==> config.mk <==
export PLATFORM = sky130hd
export DESIGN_NAME = tsq_cell
export DESIGN_NICKNAME = d
export VERILOG_FILES = /design/src/rtl/tsq_pkg.sv /design/src/rtl/tsq_cell.sv
export SDC_FILE = /design/constraint.sdc
export NUM_CORES = 1
export LEC_CHECK = 0
export ABC_AREA = 1
export BUFFER_PORTS_ARGS = -buffer_cell sky130_fd_sc_hd__buf_2
export CAP_MARGIN = 20
export CELL_PAD_IN_SITES_DETAIL_PLACEMENT = 0
export CELL_PAD_IN_SITES_GLOBAL_PLACEMENT = 1
export CORE_AREA = 5 5 355 357
export CTS_CLUSTER_DIAMETER = 100
export DETAILED_ROUTE_END_ITERATION = 8
export DIE_AREA = 0 0 360 362
export PLACE_DENSITY_LB_ADDON = 0.1
export SLEW_MARGIN = 25
export SYNTH_ARGS = -nofsm -noshare
export SYNTH_HDL_FRONTEND = slang
export SYNTH_SLANG_ARGS = --single-unit
==> constraint.sdc <==
create_clock -name clk_i -period 15.66 [get_ports clk_i]
set_clock_uncertainty 0.05 [all_clocks]
set_input_delay 0.783 -clock clk_i [delete_from_list [all_inputs] [get_ports clk_i]]
set_output_delay 0.783 -clock clk_i [all_outputs]
set_load 0.02 [all_outputs]
==> src/rtl/tsq_pkg.sv <==
// Shared types and constants for the tagged slot queue.
// No dependencies; used by the interfaces, the slot cell and the top level.
`timescale 1ns / 1ps

package tsq_pkg;

  localparam int unsigned SLOTS  = 16;
  localparam int unsigned WORD_W = 64;

  typedef logic [WORD_W-1:0] word_t;

  typedef enum logic [2:0] {
    STS_QUEUED    = 3'd0,
    STS_DELIVERED = 3'd1,
    STS_NONE      = 3'd2,
    STS_REFUSED   = 3'd3,
    STS_FULL      = 3'd4
  } status_e;

  typedef enum logic {
    ST_IDLE,
    ST_EVAL
  } state_e;

  // payload words of one slot
  typedef struct packed {
    word_t handler;
    word_t ctx;
    word_t arg1;
    word_t arg2;
  } payload_t;

  // broadcast from the controller to every cell
  typedef struct packed {
    logic     capture;     // request accepted this cycle: latch match/free flags
    logic     fire;        // evaluation commits this cycle
    logic     do_queue;    // commit writes the first free slot
    logic     do_drain;    // commit clears the first matching slot
    word_t    self_thread; // valid with capture
    word_t    tag;         // valid with fire
    payload_t data;        // valid with fire
  } tsq_ctl_t;

endpackage

==> src/rtl/tsq_cell.sv <==
// One slot of the queue: used flag, thread tag, payload, and its link in the
// first-hit priority chain. Depends on tsq_pkg.
`timescale 1ns / 1ps

module tsq_cell (
  input  logic              clk_i,
  input  logic              rst_ni,
  input  tsq_pkg::tsq_ctl_t ctl_i,
  input  logic              taken_i,
  output logic              taken_o,
  input  tsq_pkg::payload_t bus_i,
  output tsq_pkg::payload_t bus_o,
  output logic              win_o,
  output logic              used_o
);
  import tsq_pkg::*;

  logic     used_q, used_d;
  word_t    thread_q;
  payload_t data_q;
  logic     match_q, free_q;
  logic     cand;

  // flags latched at accept; slot contents only change on fire
  always_ff @(posedge clk_i) begin
    if (ctl_i.capture) begin
      match_q <= used_q & (thread_q == ctl_i.self_thread);
      free_q  <= ~used_q;
    end
  end

  assign cand    = ctl_i.do_queue ? free_q : (ctl_i.do_drain & match_q);
  assign win_o   = cand & ~taken_i;
  assign taken_o = taken_i | cand;
  assign bus_o   = (win_o && ctl_i.do_drain) ? (bus_i | data_q) : bus_i;
  assign used_o  = used_q;

  always_comb begin
    used_d = used_q;
    if (ctl_i.fire && win_o) begin
      used_d = ctl_i.do_queue;
    end
  end

  always_ff @(posedge clk_i or negedge rst_ni) begin
    if (!rst_ni) begin
      used_q <= 1'b0;
    end else begin
      used_q <= used_d;
    end
  end

  always_ff @(posedge clk_i) begin
    if (ctl_i.fire && win_o && ctl_i.do_queue) begin
      thread_q <= ctl_i.tag;
      data_q   <= ctl_i.data;
    end
  end

endmodule
==> flow_summary.yaml <==
synth:
  ys_types: 19
  ys_seq_elements: 323
  syn-num-nets: 1557
  ys_warn_count: 0
  syn_area_um2: 13400
  yosysSeqAreaShare: 0.7233
  syn_area_per_cell_um2: 14.73
  syn_inst: 910
detailed_routing:
  first_pass_iters: 4
  first_iter_violations: 420
  wl_per_cell_um: 21.14
  avgViaCountPerCell: 3.304
  drcViolationCount: 0
  vias: 11620
  wl_mm: 74.33
  drtAntennaViolNets: 0
final_layout:
  fin_cells: 3516
  layout-drive-gt1-share: 0.6548
  layout_common_cells: "buf_2 (904), edfxtp_1 (322), a31o_2 (236)"
  area_growth_pct: 58.94
  final_common_cell: "buf_2"
  final_util: 0.1737
  nets: 2463
die:
  start_util: 0.1093
  fp.dieArea_um2: 130300
  die_y_um: 362
  rows: 129
  ios: 906
  die_w_um: 360
  core_area_um2: 122700
timing:
  slew_violations: 0
  min_period_ns: 4.550
  finalHoldViolations: 0
  worstMarginPinSlew_ns: 1.083
  setup_viol: 0
  min_period_over_period: 0.2905
  rsz0062_at_grt: "false"
  maxSlewHeadroom: 0.2778
  fin_tns_setup_ns: 0
  fmax_ghz: 0.2198
clocking:
  clock_sinks: 323
  clock_latency_ns: 0.60
  root_buffer: "clkbuf_16"
  clk_path_buf_depth: 3
  clk_pin_slew_worst_paths_ns: 0.06
  cts_made_buffers: 47
  htreeDepth: 2
  ctsResizeCount: 0
  cts_tree: "built"
grt:
  track_usage: 0.1075
  first_global_vias: 12600
  grt_pass1_wl_mm: 99.10
  antenna_found_initial: 63
  grt_max_degree: 174
  grt.overflow.total: 0
worst_setup_path:
  cp.arrival_ns: 3.72
  crit_type: "in -> out"
  cp_max_fo: 173
  crit_path_end_kind: "primary output"
  reg2reg_to: "data_q[139]"
  rrSetupSlack_ns: 12.05
  crit-reg2reg-launch: "match_q"
  worstRegToRegCells: 7
  cp.required_ns: 14.83
  startpoint_type: "input port"
worst_hold_path:
  min-delay-start: "ctl_i[162]"
  holdPathStages: 1
  holdCritPathClass: "in -> reg"
  worst_hold_path.endpoint: "data_q[162]"
pwr:
  power.leakage_nw: 8.805
  powerDensity_nw_per_um2: 107.2
  irDropWorstVdd_mv: 0.05314
run_status:
  outcome: "complete, no violations"
placement:
  dp_hpwl_mm: 59.64
  gp_congestion: 0.8591
  io_buffers: 905
  place_inst: 3402
flow_run:
  maxCapViolCount: 0
state kept, by name (all words and copies together), names as in the netlist:
register	flops
data_q	256
thread_q	64
free_q	1
match_q	1
used_o	1
through the flow:
step           power, mW  area (um^2)  setup WS, ns  hold WS, ns
3_5_place_dp       1.289        19760         10.87       0.5899
3_3_place_gp       1.290        19760         10.87       0.5826
5_1_grt            2.406        21270         10.98       0.2407
4_1_cts            2.354        21210         11.18       0.2295
2_1_floorplan      1.139        13400         7.163       0.4374
6_report           2.284        21300         11.11       0.3068
critical path, stage by stage:
cell and delay [ns]:
clkbuf_8 0.36, nand3b_1 0.21, a21oi_4 0.20, buf_12 0.58, buf_4 0.76, a31o_2 0.28, buf_2 0.16
metal layers:
metal,vias to the layer above,global-route usage,part of all wire
met1,5415,0.1046,0.34
li1,5387,-,-
met5,-,0,0.0045
met4,48,0.03443,0.032
met2,596,0.1981,0.52
met3,172,0.05427,0.10
power by group:
group          leakage (nW)  switching [mW]  internal [mW]
sequential             2.93         0.00827          0.971
clock                 0.703           0.429          0.590
combinational          5.17           0.160          0.125
synthesized netlist by cell type, drive strengths merged:
cell    number  area [um^2]
a21oi        1        16.27
a31o       256         2242
buf         29        205.2
clkbuf      28        105.1
dfrtp        1        25.02
edfxtp     322         9669
inv         71        266.5
nand2      119        446.7
nand3        3        15.01
nand3b       2        15.01
nor2        39        146.4
nor3         1        5.000
o21ai       17        85.08
o21bai       1        7.510
o22ai        9        56.30
xnor2        9        78.83
xor2         2        17.52
layout make-up:
class                      instances  area (um^2)
clock buffer                      61         1271
tap                             1637         2048
inverter                          71        274.0
timing repair buffer             914         4653
sequential                       323         9694
antenna                           25        62.56
multi-input combinational        459         3132
clock inverter                    26        167.7
fill                           13750       101400
how the worst max path moves through the flow:
stage | from | to | cells past startpoint
finish | ctl_i[384] | bus_o[144] | 7
global route | ctl_i[384] | bus_o[204] | 7
CTS | ctl_i[384] | bus_o[171] | 7
global placement | ctl_i[384] | data_q[139] | 7
detailed placement | ctl_i[384] | data_q[208] | 7
floorplan | ctl_i[384] | data_q[0] | 6
cell families (layout without fill, tap and decap cells):
group | after synthesis | in the layout | share of synthesized area
AOI/OAI and AO/OA | 284 | 284 | 0.1796
xor gates and xnor gates | 11 | 11 | 0.007189
buffers and inverters | 128 | 1072 | 0.04304
DFF | 323 | 323 | 0.7233
other | 0 | 25 | 0
and+or+nand+nor | 164 | 164 | 0.04686
repair_timing:
item | CTS | global route
hold buffers | 1 | 0
buffers inserted | 0 | 0
endpoints found under the hold margin | 1 | 0
No activity file was read; power rests on OpenSTA's default activity.
